--- config.mk ---
export PLATFORM = sky130hd
export DESIGN_NAME = seven_segment_number_formatter_top
export DESIGN_NICKNAME = d
export VERILOG_FILES = /design/src/design/ssnf_pkg.sv /design/src/design/seven_segment_number_formatter_top.sv
export SDC_FILE = /design/constraint.sdc
export NUM_CORES = 1
export LEC_CHECK = 0
export ABC_AREA = 1
export BUFFER_PORTS_ARGS = -buffer_cell sky130_fd_sc_hd__buf_2
export CAP_MARGIN = 20
export CORE_ASPECT_RATIO = 0.75
export CORE_UTILIZATION = 60
export CTS_CLUSTER_DIAMETER = 50
export DETAILED_ROUTE_END_ITERATION = 7
export HOLD_SLACK_MARGIN = 0.02
export PLACE_DENSITY = 0.83
export SLEW_MARGIN = 20
export SYNTH_ARGS = -nofsm -noshare
export SYNTH_HDL_FRONTEND = slang
export SYNTH_SLANG_ARGS = --single-unit
--- constraint.sdc ---
create_clock -name clock -period 7.6 [get_ports clock]
set_clock_uncertainty 0.05 [all_clocks]
set_input_delay 1.52 -clock clock [delete_from_list [all_inputs] [get_ports clock]]
set_output_delay 1.52 -clock clock [all_outputs]
set_load 0.02 [all_outputs]
--- src/design/ssnf_pkg.sv ---
// ----------------------------------------------------------------------------
// Seven-segment formatter package
// Transaction types, segment codes and the digit glyph table.
// ----------------------------------------------------------------------------
package ssnf_pkg;

   localparam int DIGIT_COUNT_DEFAULT = 4;
   localparam int VALUE_WIDTH         = 32;
   localparam int BCD_DIGITS          = 10;  // enough for 2^32 - 1
   localparam int BCD_WIDTH           = 4 * BCD_DIGITS;
   localparam int STEP_WIDTH          = $clog2(VALUE_WIDTH);
   localparam int USED_WIDTH          = 4;   // holds up to BCD_DIGITS

   localparam logic [7:0] SEG_DOT  = 8'h80;
   localparam logic [7:0] SEG_DASH = 8'h40;
   localparam logic [1:0] PLACES_MAX = 2'd2;
   localparam logic [VALUE_WIDTH-1:0] VALUE_MOST_NEG = {1'b1, {(VALUE_WIDTH-1){1'b0}}};

   typedef struct packed {
      logic signed [VALUE_WIDTH-1:0] value;
      logic [1:0]                    decimal_places;
   } req_type;

   typedef struct packed {
      logic [7:0] digit_left;
      logic [7:0] digit_second;
      logic [7:0] digit_third;
      logic [7:0] digit_right;
      logic       changed;
      logic       unavailable;
   } rsp_type;

   // segments a..g in bits 0..6
   function automatic logic [7:0] glyph(input logic [3:0] digit);
      logic [7:0] seg;
      case (digit)
         4'd0: seg = 8'h3F;
         4'd1: seg = 8'h06;
         4'd2: seg = 8'h5B;
         4'd3: seg = 8'h4F;
         4'd4: seg = 8'h66;
         4'd5: seg = 8'h6D;
         4'd6: seg = 8'h7D;
         4'd7: seg = 8'h07;
         4'd8: seg = 8'h7F;
         4'd9: seg = 8'h6F;
         default: seg = 8'h00;
      endcase
      return seg;
   endfunction

endpackage

--- src/design/seven_segment_number_formatter_top.sv ---
// ----------------------------------------------------------------------------
// Seven-segment number formatter
// Takes a signed 32-bit scaled value and a count of decimal places (0 to 2)
// and renders it right-aligned on DIGIT_COUNT seven-segment cells, with
// leading zeros up to the decimal point, the point in bit 7 and a minus sign
// left of the leftmost digit; dashes in every cell when it cannot be shown.
// The four rightmost cells are returned along with a flag saying whether
// the whole pattern differs from the last one shown. Each transaction runs
// one shift-and-add-3 binary-to-BCD step per cycle over the 32 value bits,
// then lays out the cells in a format state, which waits for as long as
// the previous result stays unread. The next request is taken once the
// result has moved into the output register and the block is idle again,
// and one can be accepted while the previous result still waits.
// ----------------------------------------------------------------------------
module seven_segment_number_formatter_top
   import ssnf_pkg::*;
#(
   parameter int DIGIT_COUNT = DIGIT_COUNT_DEFAULT
) (
   input  logic    clock,
   input  logic    reset,
   input  logic    req_valid,
   output logic    req_ready,
   input  req_type req_data,
   output logic    rsp_valid,
   input  logic    rsp_ready,
   output rsp_type rsp_data
);

   localparam int PATTERN_WIDTH = 8 * DIGIT_COUNT;
   localparam logic [USED_WIDTH-1:0] CELLS = USED_WIDTH'(DIGIT_COUNT);

   typedef enum logic [1:0] {
      ST_IDLE,
      ST_CONV,
      ST_FORMAT
   } state_type;

   state_type                state_ff, state_in;
   logic [VALUE_WIDTH-1:0]   mag_ff, mag_in;
   logic [BCD_WIDTH-1:0]     bcd_ff, bcd_in;
   logic [STEP_WIDTH-1:0]    step_ff, step_in;
   logic                     neg_ff, neg_in;
   logic                     bad_ff, bad_in;
   logic [1:0]               places_ff, places_in;
   logic                     rsp_valid_ff, rsp_valid_in;
   rsp_type                  rsp_data_ff, rsp_data_in;
   logic [PATTERN_WIDTH-1:0] shown_ff, shown_in;

   logic [BCD_WIDTH-1:0]     bcd_adj;
   logic [USED_WIDTH-1:0]    mag_digits;
   logic [USED_WIDTH-1:0]    used;
   logic                     fit;
   logic [PATTERN_WIDTH-1:0] pattern;
   logic [7:0]               field [4];
   logic [VALUE_WIDTH-1:0]   raw;

   // add-3 correction of each BCD digit before the shift
   always_comb begin
      for (int d = 0; d < BCD_DIGITS; d++) begin
         if (bcd_ff[4*d +: 4] >= 4'd5) begin
            bcd_adj[4*d +: 4] = bcd_ff[4*d +: 4] + 4'd3;
         end else begin
            bcd_adj[4*d +: 4] = bcd_ff[4*d +: 4];
         end
      end
   end

   // layout of the cells from the finished BCD digits
   always_comb begin
      mag_digits = USED_WIDTH'(1);
      for (int d = 1; d < BCD_DIGITS; d++) begin
         if (bcd_ff[4*d +: 4] != 4'd0) begin
            mag_digits = USED_WIDTH'(d + 1);
         end
      end
      if (mag_digits > USED_WIDTH'(places_ff) + USED_WIDTH'(1)) begin
         used = mag_digits;
      end else begin
         used = USED_WIDTH'(places_ff) + USED_WIDTH'(1);
      end
      // a negative number also needs a free cell for the sign
      fit = !bad_ff && (used <= CELLS) && !(neg_ff && (used == CELLS));

      for (int i = 0; i < DIGIT_COUNT; i++) begin
         // DIGIT_COUNT - 1 - i counts cells from the right
         if (!fit) begin
            pattern[8*i +: 8] = SEG_DASH;
         end else if (USED_WIDTH'(DIGIT_COUNT - 1 - i) < used) begin
            pattern[8*i +: 8] = glyph(bcd_ff[4*(DIGIT_COUNT-1-i) +: 4]);
            if ((places_ff != 2'd0) &&
                (USED_WIDTH'(DIGIT_COUNT - 1 - i) == USED_WIDTH'(places_ff))) begin
               pattern[8*i +: 8] = pattern[8*i +: 8] | SEG_DOT;
            end
         end else if (neg_ff && (USED_WIDTH'(DIGIT_COUNT - 1 - i) == used)) begin
            pattern[8*i +: 8] = SEG_DASH;
         end else begin
            pattern[8*i +: 8] = 8'h00;
         end
      end

      // the four rightmost cells; cells left of cell 0 read as blank
      for (int k = 0; k < 4; k++) begin
         if (DIGIT_COUNT - 4 + k >= 0) begin
            field[k] = pattern[8*((DIGIT_COUNT - 4 + k >= 0) ? DIGIT_COUNT - 4 + k : 0) +: 8];
         end else begin
            field[k] = 8'h00;
         end
      end
   end

   always_comb begin
      state_in     = state_ff;
      mag_in       = mag_ff;
      bcd_in       = bcd_ff;
      step_in      = step_ff;
      neg_in       = neg_ff;
      bad_in       = bad_ff;
      places_in    = places_ff;
      rsp_data_in  = rsp_data_ff;
      shown_in     = shown_ff;
      rsp_valid_in = rsp_valid_ff && !rsp_ready;
      raw          = req_data.value;

      case (state_ff)
         ST_IDLE: begin
            if (req_valid) begin
               mag_in    = raw[VALUE_WIDTH-1] ? (~raw + 1'b1) : raw;
               neg_in    = raw[VALUE_WIDTH-1];
               bad_in    = (req_data.decimal_places > PLACES_MAX) || (raw == VALUE_MOST_NEG);
               places_in = req_data.decimal_places;
               bcd_in    = '0;
               step_in   = '0;
               state_in  = ST_CONV;
            end
         end
         ST_CONV: begin
            bcd_in  = {bcd_adj[BCD_WIDTH-2:0], mag_ff[VALUE_WIDTH-1]};
            mag_in  = {mag_ff[VALUE_WIDTH-2:0], 1'b0};
            step_in = step_ff + 1'b1;
            if (step_ff == STEP_WIDTH'(VALUE_WIDTH - 1)) begin
               state_in = ST_FORMAT;
            end
         end
         ST_FORMAT: begin
            if (!rsp_valid_ff || rsp_ready) begin
               rsp_data_in.digit_left   = field[0];
               rsp_data_in.digit_second = field[1];
               rsp_data_in.digit_third  = field[2];
               rsp_data_in.digit_right  = field[3];
               rsp_data_in.changed      = (pattern != shown_ff);
               rsp_data_in.unavailable  = !fit;
               rsp_valid_in             = 1'b1;
               shown_in                 = pattern;
               state_in                 = ST_IDLE;
            end
         end
         default: begin
            state_in = ST_IDLE;
         end
      endcase
   end

   always_ff @(posedge clock) begin
      mag_ff      <= mag_in;
      bcd_ff      <= bcd_in;
      step_ff     <= step_in;
      neg_ff      <= neg_in;
      bad_ff      <= bad_in;
      places_ff   <= places_in;
      rsp_data_ff <= rsp_data_in;
      if (reset) begin
         state_ff     <= ST_IDLE;
         rsp_valid_ff <= 1'b0;
         shown_ff     <= '0;
      end else begin
         state_ff     <= state_in;
         rsp_valid_ff <= rsp_valid_in;
         shown_ff     <= shown_in;
      end
   end

   assign req_ready = (state_ff == ST_IDLE);
   assign rsp_valid = rsp_valid_ff;
   assign rsp_data  = rsp_data_ff;

endmodule

-- Word level (Yosys, flattened, before mapping)
Memories as Yosys holds them, arrays and structs flattened. A register that Yosys moved wholly into a read port is not among the register bits.
Index checks and enable logic that the tools add are counted.
- flip-flop bits (word level): 150
- bits in read-only memories: 448
- input bits: 38
- output and inout bits: 36
- word-level logic and storage cells: 155
- memories kept: 4
- add/sub/neg operators: 13
- magnitude comparators: 17
- equality and inequality tests: 15
- multiplexer cells: 53
- bitwise logic cells: 1
- reductions and logical operators: 37
- memory list (memory ; words ; width ; rd ports ; clocked after memory_dff ; wr ports ; RTL line ; source):
    (name not given) ; 16 ; 7 ; 1 ; 1 ; 0 ; ssnf_pkg.sv:36 ; case (digit)
    (name not given) ; 16 ; 7 ; 1 ; 1 ; 0 ; ssnf_pkg.sv:36 ;
    (name not given) ; 16 ; 7 ; 1 ; 1 ; 0 ; ssnf_pkg.sv:36 ;
    (name not given) ; 16 ; 7 ; 1 ; 1 ; 0 ; ssnf_pkg.sv:36 ;
- operators with widths (cell ; count):
    $mux W8 ; 12
    $mux W4 ; 22
    $pmux W40 S2 ; 1
    $mux W32 ; 2
    $pmux W32 S2 ; 1
    $ge A4 B3 Y1 const B ; 10
    $mux W40 ; 1
    $add A4 B2 Y4 const B ; 9
    $reduce_bool A4 Y1 ; 9
    $add A32 B1 Y32 const B ; 1
    $eq A32 B32 Y1 const B ; 1
    $ne A32 B32 Y1 ; 1
    $not A32 Y32 ; 1
    $mux W7 ; 4
    $logic_and A1 B1 Y1 ; 12
    $pmux W5 S2 ; 1
    $eq A2 B4 Y1 const A ; 2
    $lt A1 B4 Y1 const A ; 2
    $lt A2 B4 Y1 const A ; 2
    $mux W2 ; 4
    $ne A2 B2 Y1 const B ; 3
    $pmux W2 S3 ; 1
    $reduce_and A2 Y1 ; 3
    $add A5 B1 Y5 const B ; 1
    21 further kinds ; 30

-- Logic depth before layout (Yosys ltp)
- depth in word-level cells: 18
- depth in mapped cells: 36
- gate-level depth less buffers: 35

-- Worst setup path before layout
OpenSTA, ideal clock, no wires.
- kind: input to register
- start point: input port req_valid
- end point: register (tool-made name)
- library setup time: 0.070 ns
- arrival: 4.674 ns
- data required time: 7.480 ns
- path slack: 2.806 ns
- stages on the path: 10
- path buffers: 0
- cell sequence: nand2_1 > inv_1 > nor2_1 > inv_1 > o21ai_0 > inv_1 > ha_1 > nor2_1 > nor2_1 > a21oi_1
- RTL lines (element ; RTL line ; source):
    from (decl) ; seven_segment_number_formatter_top.sv:22 ; input logic req_valid,

-- Worst setup path after layout
- start point: register bcd_ff[4]
- end point: register rsp_data_ff, in the netlist rsp_data[1], data pin
- cells in the longest elaborated chain, start to end: 18
- elaborated cells on any way between the ends: 43
- those cells by class: 6 x order compare; 5 x eq/ne; 22 x mux; 10 x reduce/logical
- ends and longest elaborated chain (element ; RTL line ; source):
    from (decl) ; seven_segment_number_formatter_top.sv:41 ; logic [BCD_WIDTH-1:0] bcd_ff, bcd_in;
    from (signal assigned) ; seven_segment_number_formatter_top.sv:166 ; bcd_ff <= bcd_in;
    $reduce_bool A4 Y1 (*) ; seven_segment_number_formatter_top.sv:73 ; if (bcd_ff[4*d +: 4] != 4'd0) begin
    $mux W2 (*) ; seven_segment_number_formatter_top.sv:73 ;
    $mux W4 (*) (8 in a row) ; seven_segment_number_formatter_top.sv:73 ;
    $gt A4 B4 Y1 ; seven_segment_number_formatter_top.sv:77 ; if (mag_digits > USED_WIDTH'(places_ff) + USED_WIDTH'(1)) begin
    $mux W4 (*) ; seven_segment_number_formatter_top.sv:77 ;
    $eq A2 B4 Y1, or another cell as far along ; seven_segment_number_formatter_top.sv:95 ; end else if (neg_ff && (USED_WIDTH'(DIGIT_COUNT - 1 - i) == used)) begin
    $logic_and A1 B1 Y1, on equally long branches ; seven_segment_number_formatter_top.sv:95, seven_segment_number_formatter_top.sv:83 ;
    $mux W7 / $logic_not A1 Y1 (equally long branches) ; seven_segment_number_formatter_top.sv:95, seven_segment_number_formatter_top.sv:83 ;
    $mux W8 / $logic_and A1 B1 Y1 (equally long branches) ; seven_segment_number_formatter_top.sv:89, seven_segment_number_formatter_top.sv:83 ;
    $mux W8 ; seven_segment_number_formatter_top.sv:87 ; if (!fit) begin
    $ne A32 B32 Y1 (*) ; seven_segment_number_formatter_top.sv:151 ; rsp_data_in.changed = (pattern != shown_ff);
    to (signal assigned) ; seven_segment_number_formatter_top.sv:171 ; rsp_data_ff <= rsp_data_in;
    to (decl) ; seven_segment_number_formatter_top.sv:47 ; rsp_type rsp_data_ff, rsp_data_in;
Mark *: on every way between the ends. The rest lies on a longest branch, timed or not.
A chain may end at the register's enable or synchronous reset.

==> flow_summary.ini <==
[outcome]
status = finished clean

[global_route]
grt_max_degree = 97
antenna_found_initial = 0
grt_pass1_vias = 7455
overflow = 0
grt_pass1_wl_um = 34300
track_usage_pct = 25.8

[sta]
slew_headroom_pct = 43.9
whs_ns = 0.439
slew_violations = 0
fmax_mhz = 232
tightestPinTransition_ns = 0.841
period_needed_ns = 4.31
rsz0062_at_grt = no
hold_viol_final = 0
finalCritPeriodShare_pct = 56.7
setup_violations = 0
tns_ns = 0

[route]
remaining_drc_errors = 0
wl_per_cell_um = 13.9
viasPerCell = 5.43
first_pass_iters = 6
drtIter0Drc = 662
ant_nets = 0
drt_wl_total_um = 20300
num_vias = 7934

[yosys]
ys_warn_count = 0
synth_top_area_share_pct = 35.1
synth-seq-area-share_pct = 47.8
synth_edf_count = 114
synthCells = 1179
yosys_most_used_dff = edfxtp_1
synth_area_leaders = edfxtp_1 35%, dfxtp_1 13%, nand2_1 8.9%
synth.most_common_cell = nand2_1
post-synth-top-area-cell = edfxtp_1
synth.cell_area_mm2 = 0.00975
synth-seq-cells = 176
synth.avg_cell_area_um2 = 8.27
synth_nets = 1271
synth_common_cells = 230 x nand2_1, 203 x inv_1, 114 x edfxtp_1
async_flop_share_pct = 0
netlist-cell-type-count = 46

[pwr]
ir_worst_vdd_mv = 0.172
p_per_area_mw_per_mm2 = 230
design_power_total_mw = 2.50
clockPowerShare_pct = 34.3
p_int_mw = 1.79
power_leakage_nw = 5.01
switching_share_pct = 28.5
share_comb_of_total_power_pct = 17.9
power_switching_mw = 0.714
p_seq_share_pct = 47.8

[die]
rows = 39
core_mm2 = 0.0156
dieArea_mm2 = 0.0168
ios = 74
fp.dieW_um = 149
start_util_pct = 62.7
die_h_um = 112

[clock_tree]
cts_buffers = 17
root_buffer = clkbuf_16
post-cts-setup-buffer-count = 0
cts_buffer_depth = 2
postCtsHoldBufs = 0
cts_tree = yes
clk_pin_slew_worst_paths_ns = 0.07
htree_levels = 4
clk_latency_ns = 0.43
clock_sink_count = 176
cts.repair.resized = 0

[setup_path]
cp_top_family = simple AND/OR/NAND/NOR gates
crit_path_top_delay_cell = edfxtp_1
start_kind = flop
cp_num_buf_inv = 3
crit_required_ns = 7.74
arrival_ns = 4.45
crit_type = reg2reg
worstPathMaxFanout = 11
crit_path_frequent_cell = nand2_1
end_kind = flop
cpPeakStageDelay_ns = 0.45

[placed_design]
numPortBuffers = 72
placed_cell_area_mm2 = 0.0103
globalplace.congestion = 0.848
dpl.hpwl_um = 14100

[worst_hold_path]
hold_class = reg2reg

[cells_and_area]
finalInstanceArea_mm2 = 0.0109
finalNetCount = 1336
drive_gt1_share_pct = 11.7
area_delta_synth_final_pct = 11.5
num_antenna_cells = 0

[job]
maxCapViolations = 0
==> worst register-to-register path: cells and delay by family, from the launching register on <==
family	cells	cell delay (ns)
adder cells (fa/ha/maj)	2	0.56
buffers and inverters	3	0.21
flip-flops	1	0.45
AND/OR/NAND/NOR	26	2.83
==> cells in the final DEF (no fill, tap or decap), types with 2 or more instances in the layout <==
cell and count:
inv_2 3, o22ai_1 2, nand3b_1 3, o21ai_1 2, clkbuf_16 19, a211oi_1 10
edfxtp_1 114, o21bai_1 2, a31oi_1 9, nand4_1 17, xnor2_1 10, nand3_2 3
nand2_1 230, o21a_1 4, buf_4 4, buf_2 72, nor2_2 6, nor2_1 101
nand2_4 3, o21ai_0 106, ha_1 54, nand2_2 5, nor3_1 9, inv_4 2
nand3_1 49, clkinv_2 6, a21oi_2 2, nor2_4 5, clkbuf_1 3, o31ai_1 3
dfxtp_1 62, a22o_1 2, xor2_1 22, a21oi_1 84, inv_1 202, nor4_1 4
or2_2 9
==> kinds of logic after synthesis <==
| group | after synthesis | synth area share, % |
|---|---|---|
| compound gates | 232 | 13.0 |
| xor+xnor | 32 | 2.87 |
| fa+ha+maj | 54 | 6.93 |
| buf+inv | 238 | 9.43 |
| flops | 176 | 47.8 |
| other cells | 1 | 0.0384 |
| simple gates | 446 | 19.9 |
==> through the flow <==
stage,util [%],cells,setup slack [ns]
2_1_floorplan,-,1179,2.81
3_3_place_gp,66.0,1429,3.40
3_5_place_dp,66.0,1429,3.27
4_1_cts,69.7,1461,3.42
5_1_grt,69.9,1462,2.91
6_report,69.9,1462,3.29
==> final timing paths <==
path / start / end / slack, ns / cells past startpoint
worst max-delay path: bcd_ff[4]$_DFFE_PP_ / rsp_data[1]$_DFFE_PP_ / 3.29 / 31
worst min-delay path: shown_ff[12]$_SDFFE_PP0P_ / shown_ff[12]$_SDFFE_PP0P_ / 0.44 / 2
worst max register to register: bcd_ff[4]$_DFFE_PP_ / rsp_data[1]$_DFFE_PP_ / 3.29 / 31
worst min register to register: shown_ff[12]$_SDFFE_PP0P_ / shown_ff[12]$_SDFFE_PP0P_ / 0.44 / 2
==> power by group through the flow <==
stage	clock, mW	combinational (mW)	sequential [mW]
2_1_floorplan	0	0.333	1.20
3_3_place_gp	0	0.417	1.21
3_5_place_dp	0	0.436	1.22
4_1_cts	0.864	0.443	1.20
5_1_grt	0.904	0.515	1.21
6_report	0.858	0.449	1.20
==> area by class of cell <==
type / instances / area [µm²]
fillers: 1172 / 4690
flip-flops and latches: 176 / 4660
multi-input cells: 765 / 4190
inverters: 207 / 779
clock buffers: 23 / 500
repair buffers: 77 / 410
well taps: 205 / 256
clock inverters: 9 / 75.1
==> layer usage <==
metal	track usage (%)	part of all wire, %	vias up
met2	41.5	46	264
li1	-	-	3982
met5	0	0	-
met1	35.4	46	3643
met4	8.10	1.6	0
met3	4.84	6.8	45
No activity file was read; power rests on OpenSTA's default activity.
